--- src/sv/toy_spn_ctr_keystream_cipher_defines.svh ---
// Assertion macros for the toy SPN counter-mode keystream cipher.
// Relies on clk_i and rst_ni being visible in the asserting module.
`ifndef TOY_SPN_CTR_KEYSTREAM_CIPHER_DEFINES_SVH
`define TOY_SPN_CTR_KEYSTREAM_CIPHER_DEFINES_SVH

// Clocked check, switched off while reset is applied
`define TSPN_ASSERT(label, prop, msg) \
  label: assert property (@(posedge clk_i) disable iff (!rst_ni) prop) else $error(msg);

// Clocked check that also holds while reset is applied
`define TSPN_ASSERT_RST(label, prop, msg) \
  label: assert property (@(posedge clk_i) prop) else $error(msg);

`endif

--- src/sv/tspn_pkg.sv ---
// Shared types, constants and helper functions of the toy SPN keystream cipher.
// No dependencies; used by the interfaces and the top-level module.
`default_nettype none

package tspn_pkg;

  localparam int unsigned BYTE_W   = 8;
  localparam int unsigned BLOCK_W  = 16;
  localparam int unsigned KEY_W    = 16;
  localparam int unsigned PERM_W   = 24;
  localparam int unsigned CFG_W    = 24;
  localparam int unsigned SBOX_DEPTH = 256;
  localparam int unsigned SBOX_AW  = 8;

  localparam logic [BYTE_W-1:0] KX_CONST_A = 8'h80;
  localparam logic [BYTE_W-1:0] KX_CONST_B = 8'h30;
  localparam logic [PERM_W-1:0] PERM_RESET = 24'hFAC688;

  typedef enum logic [1:0] {
    ACT_LOAD  = 2'd0,
    ACT_START = 2'd1,
    ACT_BLOCK = 2'd2
  } action_e;

  typedef enum logic {
    CFG_KEY  = 1'b0,
    CFG_PERM = 1'b1
  } cfg_idx_e;

  // One state per S-box read after the first, plus idle and result hand-off
  typedef enum logic [3:0] {
    ST_IDLE,
    ST_KX2,
    ST_KX3,
    ST_R0B1,
    ST_R1B0,
    ST_R1B1,
    ST_R2B0,
    ST_R2B1,
    ST_DONE
  } state_e;

  // Exchange the two nibbles of a byte
  function automatic logic [BYTE_W-1:0] nib_swap(input logic [BYTE_W-1:0] v);
    return {v[3:0], v[7:4]};
  endfunction

  // Output bit i copies the input bit chosen by 3-bit field i of the map
  function automatic logic [BYTE_W-1:0] bit_perm(input logic [BYTE_W-1:0] v,
                                                 input logic [PERM_W-1:0] map);
    logic [BYTE_W-1:0] y;
    y = '0;
    for (int i = 0; i < BYTE_W; i++) begin
      y[i] = v[map[3*i +: 3]];
    end
    return y;
  endfunction

endpackage

`default_nettype wire

--- src/sv/tspn_if.sv ---
// Valid/ready channel interfaces for the request and result streams.
// Field widths come from tspn_pkg.
`default_nettype none

interface tspn_in_if;
  logic                         valid;
  logic                         ready;
  logic [1:0]                   action;
  logic [tspn_pkg::BYTE_W-1:0]  sbox_index;
  logic [tspn_pkg::BYTE_W-1:0]  sbox_value;
  logic [tspn_pkg::BYTE_W-1:0]  nonce_in;
  logic [tspn_pkg::BLOCK_W-1:0] data_block;

  modport source (output valid, action, sbox_index, sbox_value, nonce_in, data_block,
                  input ready);
  modport sink   (input valid, action, sbox_index, sbox_value, nonce_in, data_block,
                  output ready);
endinterface

interface tspn_out_if;
  logic                         valid;
  logic                         ready;
  logic [tspn_pkg::BLOCK_W-1:0] out_block;
  logic [tspn_pkg::BYTE_W-1:0]  block_counter;

  modport source (output valid, out_block, block_counter, input ready);
  modport sink   (input valid, out_block, block_counter, output ready);
endinterface

`default_nettype wire

--- src/sv/tspn_ram.sv ---
// Generic single-port synchronous RAM with a registered read port.
// Standalone; no package dependency.
`default_nettype none

module tspn_ram #(
  parameter int unsigned WIDTH = 8,
  parameter int unsigned DEPTH = 256
) (
  input  wire logic                     clk_i,
  input  wire logic                     en_i,
  input  wire logic                     we_i,
  input  wire logic [$clog2(DEPTH)-1:0] addr_i,
  input  wire logic [WIDTH-1:0]         wdata_i,
  output logic      [WIDTH-1:0]         rdata_o
);

  logic [WIDTH-1:0] mem_q [DEPTH];
  logic [WIDTH-1:0] rdata_q;

  // Write or read one entry; read data holds while the port is idle
  always_ff @(posedge clk_i) begin
    if (en_i) begin
      if (we_i) begin
        mem_q[addr_i] <= wdata_i;
      end else begin
        rdata_q <= mem_q[addr_i];
      end
    end
  end

  assign rdata_o = rdata_q;

endmodule

`default_nettype wire

--- src/sv/toy_spn_ctr_keystream_cipher.sv ---
// Toy 16-bit SPN cipher in counter mode: top level with sequencer and datapath.
// Depends on tspn_pkg, tspn_if.sv, tspn_ram and the assertion macro header.
//
// Three request kinds arrive on in_i: an S-box entry load, a message start
// (new nonce, counter cleared) and a data block. Loads and starts complete on
// acceptance. A block runs through the key expansion and round states to the
// result register; a new request is taken in the cycle its result is stored,
// so blocks do not overlap, and the single S-box RAM port sets the block rate:
// every block needs eight dependent reads (two for key expansion, two per
// round for three rounds). Results sit in an output register, so the engine
// carries on while out_o is stalled until the next result is due. The S-box
// has no reset and must be loaded before any entry it reads; the user must
// write cipher_key and perm_map only while idle; the block does not enforce it.
`default_nettype none
`include "toy_spn_ctr_keystream_cipher_defines.svh"

module toy_spn_ctr_keystream_cipher (
  input  wire logic                        clk_i,
  input  wire logic                        rst_ni,
  input  wire logic                        cfg_we_i,
  input  wire logic                        cfg_idx_i,
  input  wire logic [tspn_pkg::CFG_W-1:0]  cfg_wdata_i,
  tspn_in_if.sink                          in_i,
  tspn_out_if.source                       out_o
);

  tspn_pkg::state_e          state_q, state_d;
  tspn_pkg::action_e         act;

  logic [tspn_pkg::KEY_W-1:0]   key_q;
  logic [tspn_pkg::PERM_W-1:0]  perm_q;
  logic [tspn_pkg::BYTE_W-1:0]  nonce_q, counter_q;
  logic [tspn_pkg::BYTE_W-1:0]  w2_q, w3_q, w4_q, w5_q;
  logic [tspn_pkg::BYTE_W-1:0]  b0_q, b1_q, used_ctr_q;
  logic [tspn_pkg::BLOCK_W-1:0] data_q;
  logic                         out_valid_q;
  logic [tspn_pkg::BLOCK_W-1:0] out_block_q;
  logic [tspn_pkg::BYTE_W-1:0]  out_ctr_q;

  logic                         in_fire, out_free, finish;
  logic                         ram_en, ram_we;
  logic [tspn_pkg::SBOX_AW-1:0] ram_addr;
  logic [tspn_pkg::BYTE_W-1:0]  ram_rdata, perm_rdata;
  logic [tspn_pkg::BYTE_W-1:0]  key_hi, key_lo;
  logic [tspn_pkg::BYTE_W-1:0]  w2_d, w3_d, w4_d, w5_d;

  assign act     = tspn_pkg::action_e'(in_i.action);
  assign key_hi  = key_q[15:8];
  assign key_lo  = key_q[7:0];

  // Handshakes
  assign out_free    = !out_valid_q || out_o.ready;
  assign finish      = (state_q == tspn_pkg::ST_DONE) && out_free;
  assign in_i.ready  = (state_q == tspn_pkg::ST_IDLE) || finish;
  assign in_fire     = in_i.valid && in_i.ready;

  // Key expansion words from the S-box read data
  assign w2_d       = key_hi ^ tspn_pkg::KX_CONST_A ^ ram_rdata;
  assign w3_d       = w2_d ^ key_lo;
  assign w4_d       = w2_q ^ tspn_pkg::KX_CONST_B ^ ram_rdata;
  assign w5_d       = w4_d ^ w3_q;
  assign perm_rdata = tspn_pkg::bit_perm(ram_rdata, perm_q);

  // S-box storage
  tspn_ram #(
    .WIDTH (tspn_pkg::BYTE_W),
    .DEPTH (tspn_pkg::SBOX_DEPTH)
  ) u_sbox (
    .clk_i   (clk_i),
    .en_i    (ram_en),
    .we_i    (ram_we),
    .addr_i  (ram_addr),
    .wdata_i (in_i.sbox_value),
    .rdata_o (ram_rdata)
  );

  // Next state of the sequencer
  always_comb begin
    state_d = state_q;
    case (state_q)
      tspn_pkg::ST_IDLE: begin
        if (in_fire && act == tspn_pkg::ACT_BLOCK) state_d = tspn_pkg::ST_KX2;
      end
      tspn_pkg::ST_KX2:  state_d = tspn_pkg::ST_KX3;
      tspn_pkg::ST_KX3:  state_d = tspn_pkg::ST_R0B1;
      tspn_pkg::ST_R0B1: state_d = tspn_pkg::ST_R1B0;
      tspn_pkg::ST_R1B0: state_d = tspn_pkg::ST_R1B1;
      tspn_pkg::ST_R1B1: state_d = tspn_pkg::ST_R2B0;
      tspn_pkg::ST_R2B0: state_d = tspn_pkg::ST_R2B1;
      tspn_pkg::ST_R2B1: state_d = tspn_pkg::ST_DONE;
      tspn_pkg::ST_DONE: begin
        if (finish) begin
          state_d = (in_fire && act == tspn_pkg::ACT_BLOCK) ? tspn_pkg::ST_KX2
                                                             : tspn_pkg::ST_IDLE;
        end
      end
      default: state_d = tspn_pkg::ST_IDLE;
    endcase
  end

  // RAM port control: one read per sequencer step, loads on acceptance
  always_comb begin
    ram_en   = 1'b0;
    ram_we   = 1'b0;
    ram_addr = '0;
    case (state_q)
      tspn_pkg::ST_IDLE, tspn_pkg::ST_DONE: begin
        if (in_fire) begin
          case (act)
            tspn_pkg::ACT_LOAD: begin
              ram_en   = 1'b1;
              ram_we   = 1'b1;
              ram_addr = in_i.sbox_index;
            end
            tspn_pkg::ACT_BLOCK: begin
              ram_en   = 1'b1;
              ram_addr = tspn_pkg::nib_swap(key_lo);
            end
            default: ram_en = 1'b0;
          endcase
        end
      end
      tspn_pkg::ST_KX2: begin
        ram_en   = 1'b1;
        ram_addr = tspn_pkg::nib_swap(w3_d);
      end
      tspn_pkg::ST_KX3: begin
        ram_en   = 1'b1;
        ram_addr = b0_q ^ key_hi;
      end
      tspn_pkg::ST_R0B1: begin
        ram_en   = 1'b1;
        ram_addr = b1_q ^ key_lo;
      end
      tspn_pkg::ST_R1B0: begin
        ram_en   = 1'b1;
        ram_addr = b0_q ^ w2_q;
      end
      tspn_pkg::ST_R1B1: begin
        ram_en   = 1'b1;
        ram_addr = b1_q ^ w3_q;
      end
      tspn_pkg::ST_R2B0: begin
        ram_en   = 1'b1;
        ram_addr = b0_q ^ w4_q;
      end
      tspn_pkg::ST_R2B1: begin
        ram_en   = 1'b1;
        ram_addr = b1_q ^ w5_q;
      end
      default: ram_en = 1'b0;
    endcase
  end

  // Control state: sequencer, configuration, nonce, counter, result valid
  always_ff @(posedge clk_i or negedge rst_ni) begin
    if (!rst_ni) begin
      state_q     <= tspn_pkg::ST_IDLE;
      key_q       <= '0;
      perm_q      <= tspn_pkg::PERM_RESET;
      nonce_q     <= '0;
      counter_q   <= '0;
      out_valid_q <= 1'b0;
    end else begin
      state_q <= state_d;
      if (cfg_we_i) begin
        case (tspn_pkg::cfg_idx_e'(cfg_idx_i))
          tspn_pkg::CFG_KEY:  key_q  <= cfg_wdata_i[tspn_pkg::KEY_W-1:0];
          tspn_pkg::CFG_PERM: perm_q <= cfg_wdata_i[tspn_pkg::PERM_W-1:0];
          default: key_q <= key_q;
        endcase
      end
      if (in_fire) begin
        case (act)
          tspn_pkg::ACT_START: begin
            nonce_q   <= in_i.nonce_in;
            counter_q <= '0;
          end
          tspn_pkg::ACT_BLOCK: counter_q <= counter_q + 8'd1;
          default: counter_q <= counter_q;
        endcase
      end
      if (finish) begin
        out_valid_q <= 1'b1;
      end else if (out_o.ready) begin
        out_valid_q <= 1'b0;
      end
    end
  end

  // Datapath: capture block request, expanded key and round bytes
  always_ff @(posedge clk_i) begin
    if (in_fire && act == tspn_pkg::ACT_BLOCK) begin
      b0_q       <= nonce_q;
      b1_q       <= counter_q;
      used_ctr_q <= counter_q;
      data_q     <= in_i.data_block;
    end else begin
      case (state_q)
        tspn_pkg::ST_KX2: begin
          w2_q <= w2_d;
          w3_q <= w3_d;
        end
        tspn_pkg::ST_KX3: begin
          w4_q <= w4_d;
          w5_q <= w5_d;
        end
        tspn_pkg::ST_R0B1, tspn_pkg::ST_R1B1, tspn_pkg::ST_R2B1: b0_q <= perm_rdata;
        tspn_pkg::ST_R1B0, tspn_pkg::ST_R2B0: b1_q <= perm_rdata;
        default: b0_q <= b0_q;
      endcase
    end
    if (finish) begin
      out_block_q <= {b0_q, perm_rdata} ^ data_q;
      out_ctr_q   <= used_ctr_q;
    end
  end

  assign out_o.valid         = out_valid_q;
  assign out_o.out_block     = out_block_q;
  assign out_o.block_counter = out_ctr_q;

  // Checks on sequencing and counter behaviour
  `TSPN_ASSERT(a_result_from_done, $rose(out_valid_q) |-> $past(state_q == tspn_pkg::ST_DONE), "result raised outside the final step")
  `TSPN_ASSERT(a_ctr_advance, (in_fire && act == tspn_pkg::ACT_BLOCK) |=> counter_q == 8'($past(counter_q) + 8'd1), "block counter did not advance")
  `TSPN_ASSERT(a_done_hold, (state_q == tspn_pkg::ST_DONE && !out_free) |=> (state_q == tspn_pkg::ST_DONE && $stable(ram_rdata)), "stalled final step lost its data")
  `TSPN_ASSERT_RST(a_reset_idle, !rst_ni |-> (!out_valid_q && state_q == tspn_pkg::ST_IDLE), "reset did not clear control")

endmodule

`default_nettype wire
--- src/flat_wrapper.sv ---
// flat-port wrapper written by rule: the top's interface ports become plain ports
module toy_spn_ctr_keystream_cipher_flat 
  (clk_i, rst_ni, cfg_we_i, cfg_idx_i, cfg_wdata_i, in_i_valid, in_i_action, in_i_sbox_index, in_i_sbox_value, in_i_nonce_in, in_i_data_block, in_i_ready, out_o_valid, out_o_out_block, out_o_block_counter, out_o_ready);
  tspn_in_if in_i_i ();
  tspn_out_if out_o_i ();
  input  wire logic clk_i;
  input  wire logic rst_ni;
  input  wire logic cfg_we_i;
  input  wire logic cfg_idx_i;
  input  wire logic [tspn_pkg::CFG_W-1:0] cfg_wdata_i;
  input wire logic [$bits(in_i_i.valid)-1:0] in_i_valid;
  input wire logic [$bits(in_i_i.action)-1:0] in_i_action;
  input wire logic [$bits(in_i_i.sbox_index)-1:0] in_i_sbox_index;
  input wire logic [$bits(in_i_i.sbox_value)-1:0] in_i_sbox_value;
  input wire logic [$bits(in_i_i.nonce_in)-1:0] in_i_nonce_in;
  input wire logic [$bits(in_i_i.data_block)-1:0] in_i_data_block;
  output wire logic [$bits(in_i_i.ready)-1:0] in_i_ready;
  output wire logic [$bits(out_o_i.valid)-1:0] out_o_valid;
  output wire logic [$bits(out_o_i.out_block)-1:0] out_o_out_block;
  output wire logic [$bits(out_o_i.block_counter)-1:0] out_o_block_counter;
  input wire logic [$bits(out_o_i.ready)-1:0] out_o_ready;
  assign in_i_i.valid = in_i_valid;
  assign in_i_i.action = in_i_action;
  assign in_i_i.sbox_index = in_i_sbox_index;
  assign in_i_i.sbox_value = in_i_sbox_value;
  assign in_i_i.nonce_in = in_i_nonce_in;
  assign in_i_i.data_block = in_i_data_block;
  assign in_i_ready = in_i_i.ready;
  assign out_o_valid = out_o_i.valid;
  assign out_o_out_block = out_o_i.out_block;
  assign out_o_block_counter = out_o_i.block_counter;
  assign out_o_i.ready = out_o_ready;
  toy_spn_ctr_keystream_cipher u_core (.clk_i(clk_i), .rst_ni(rst_ni), .cfg_we_i(cfg_we_i), .cfg_idx_i(cfg_idx_i), .cfg_wdata_i(cfg_wdata_i), .in_i(in_i_i), .out_o(out_o_i));
endmodule
--- config.mk ---
export PLATFORM = sky130hd
export DESIGN_NAME = toy_spn_ctr_keystream_cipher_flat
export DESIGN_NICKNAME = d
export VERILOG_FILES = /design/src/sv/tspn_pkg.sv /design/src/sv/tspn_if.sv /design/src/sv/tspn_ram.sv /design/src/sv/toy_spn_ctr_keystream_cipher.sv /design/src/flat_wrapper.sv
export VERILOG_INCLUDE_DIRS = /design/src /design/src/sv
export SDC_FILE = /design/constraint.sdc
export NUM_CORES = 2
export LEC_CHECK = 0
export BUFFER_PORTS_ARGS = -buffer_cell sky130_fd_sc_hd__buf_4
export CORE_UTILIZATION = 65
export DETAILED_ROUTE_END_ITERATION = 8
export PLACE_DENSITY = 0.82
export SYNTH_ARGS = -nofsm -noshare
export SYNTH_HDL_FRONTEND = slang
export SYNTH_HIERARCHICAL = 1
export SYNTH_SLANG_ARGS = --single-unit
export TNS_END_PERCENT = 1
--- constraint.sdc ---
create_clock -name clk_i -period 6.9 [get_ports clk_i]
set_input_delay 1.38 -clock clk_i [delete_from_list [all_inputs] [get_ports clk_i]]
set_output_delay 1.38 -clock clk_i [all_outputs]
set_load 0.02 [all_outputs]
==> results.toml <==
[status]
outcome = "finished, violations left"
violations = "max-capacitance violations"

[timing]
worstMarginPinSlew_ns = 1.47
hold_viol = 0
worst_slack_ns = 0.751
holdWs_ns = 0.419
slew_violations = 0
fmax_mhz = 163
finalCritPeriodShare_pct = 89.1
skew_ns = 0.0383
fin_tns_setup_ns = 0
period_needed_ns = 6.15
setup_viol = 0
rsz0062_at_grt = "false"
max-slew-margin-rel_pct = 0.881

[cts]
holdBufCountCts = 0
clock_latency_ns = 0.85
cts.sinks = 2213
clkTransAtPathRegs_ns = 0.06
htreeDepth = 4
cts_root_buffer = "clkbuf_16"
cts_buffers = 205
cts_resized = 0
cts_max_path_buffers = 3
tritoncts = "done"
postCtsSetupBuffers = 0

[pwr]
power.density_nw_per_um2 = 512
ir_drop_uv = 590
p_leak_nw = 30.6

[yosys]
synth-edff-count = 2152
yosysSeqAreaShare_pct = 77.2
synthFlopType = "edfxtp_1"
syn-cell-area_um2 = 85700
synth_fp_nets = 4084
synth.avg_cell_area_um2 = 21.4
async_reset_ff_share_pct = 2.76
synthCells = 4008
yosys_warnings = 6
synth.top_cell.area_share_pct = 75.4
yosys.area.top_type = "edfxtp_1"
ys_ff_latch = 2213
synth.area.top_cells = "edfxtp_1 75%, mux4_2 14%, a22oi_1 2.2%, dfrtp_1 1.4%, nor2_1 1.2%"
ys_types = 49

[global_routing]
grt_pass1_vias = 45600
antenna_found_initial = 10
overflow = 0
grt_max_degree = 157
grt_pass1_wl_um = 317000
grt.total_usage_pct = 33.8

[worst_setup_path]
worstPathArrival_ns = 6.69
crit_path_end_kind = "flop"
worstPathBufferInverterCount = 3
cp-start-kind = "flop"
worst_ep_required_time_ns = 7.44
critical_path_class = "flop to flop"
crit_path_frequent_cell = "buf_4"
crit_fanout = 51
crit_start = "u_core/state_q[3]"
max_stage_delay_ns = 1.20
worstPathCellList = "nor3b_2, buf_4, mux2i_1, xnor2_1, a221o_4, buf_12, buf_4, mux4_2, a22oi_1, a21oi_1, o41ai_1, nand4_1"
r2r_start = "u_core/state_q[3]"
reg2reg_slack_ns = 0.75
critPathTopFamily = "compound AO/OA/AOI/OAI gates"
cpMaxStageDelayCell = "o41ai_1"

[floorplanning]
start_util_pct = 65.9
die_w_um = 365
row_count = 132
die_h_um = 365
io_pins = 98
core_um2 = 130000
dieArea_um2 = 133000

[detailed_routing]
ant_nets = 0
routed_wl_um = 221000
drc = 0
viasPerCell = 7.20
dr.pass1.iters = 9
vias = 45500
dr.first_iter.drc_count = 7930
post_drt_wl_per_cell_um = 35.0

[layout]
fillers = 6614
final_cell_mix = "2152 x edfxtp_1, 528 x mux4_2, 405 x buf_4, 266 x nor2_1, 256 x a22oi_1"
fin_nets = 4472
final_common_cell = "edfxtp_1"
utilization_pct = 74.6
seq_area_um2 = 66200
area_growth_pct = 13.2
drive_gt1_share_pct = 29.5
multi_input_area_um2 = 18500
stdcell_count = 6311

[hold_path]
hold_path_class = "flop to flop"
min_from = "u_core/used_ctr_q[4]"

[placed_design]
placed_cells = 5931
gp_congestion = 0.893
pre_cts_slack_ns = 0.339
place.port_buffers = 97
hpwl_um = 123000

[flow_run]
drv_cap = 1
## per-stage QoR
stage | total power [mW] | area (µm²)
3_3_place_gp | 37.2 | 90400
2_1_floorplan | 30.5 | 85700
5_1_grt | 50.9 | 97000
4_1_cts | 49.3 | 97000
6_report | 49.7 | 97100
3_5_place_dp | 37.7 | 90400
## flip-flops by register name, indices dropped and copies added (netlist names), 16 cells and up
name                    count
u_core/key_q               16
u_core/data_q              16
u_core/out_o.out_block     16
u_core/perm_q              24
u_core/u_sbox/mem_q      2048
## power breakdown
part | internal (mW) | switching (mW)
Sequential | 15.2 | 0.321
Clock | 6.25 | 4.99
Combinational | 9.61 | 13.3
## Yosys cell counts (2+ instances only)
master,instances
o21a_1,16
mux2_1,8
a31oi_1,2
nand2_1,48
dfrtp_1,49
mux4_2,528
xnor2_1,28
o31ai_1,2
o21ai_0,9
nor3b_1,3
a22oi_1,256
buf_6,11
clkbuf_1,150
mux2_2,56
nor2b_1,9
inv_1,5
buf_1,22
o41ai_1,33
xor2_1,38
ha_1,4
mux2i_1,24
a32o_1,8
nand3_1,8
a22o_1,8
nand4_2,2
dfstp_2,12
and2_1,5
buf_4,15
nand2b_1,5
a221o_1,8
o21ai_1,4
nor2_1,267
edfxtp_1,2152
and3_1,4
a21oi_1,130
nand4_1,12
buf_2,55
## final timing paths
kind	end	cells past startpoint
max	u_core/u_sbox/rdata_o[5]	12
min	u_core/out_o.block_counter[4]	0
max reg2reg	u_core/u_sbox/rdata_o[5]	12
min reg2reg	u_core/out_o.block_counter[4]	0
max in group asynchronous	u_core/counter_q[1]	1
min in group asynchronous	u_core/perm_q[16]	1
## area by class of cell
type | count | area share [%]
repair buffers | 434 | 3.68
clock inverters | 112 | 1.25
multi-input cells | 1537 | 19.1
clock buffers | 262 | 5.57
flip-flops and latches | 2213 | 68.2
well taps | 1742 | 2.25
inverters | 5 | 0.0193
diodes | 6 | 0.0155
## cell families after synthesis
logic type / count (synthesis) / synth area share [%]
AOI/OAI and AO/OA: 476 / 3.85
xor gates and xnor gates: 66 / 0.674
adders and majority gates: 4 / 0.0584
buffers and inverters: 258 / 1.37
DFF: 2213 / 77.2
muxes: 616 / 15.0
and+or+nand+nor: 375 / 1.87
## layer usage
metal / track usage, % / part of all wire (%) / up-vias / routed length, µm
li1: - / - / 17600 / -
met2: 53.7 / 49 / 3944 / 107000
met1: 45.1 / 33 / 23200 / 73000
met5: 0 / 0.057 / - / 125
met4: 16.3 / 5.5 / 14 / 12200
met3: 7.61 / 13 / 767 / 28300
Power figures use the tool's default switching activity.
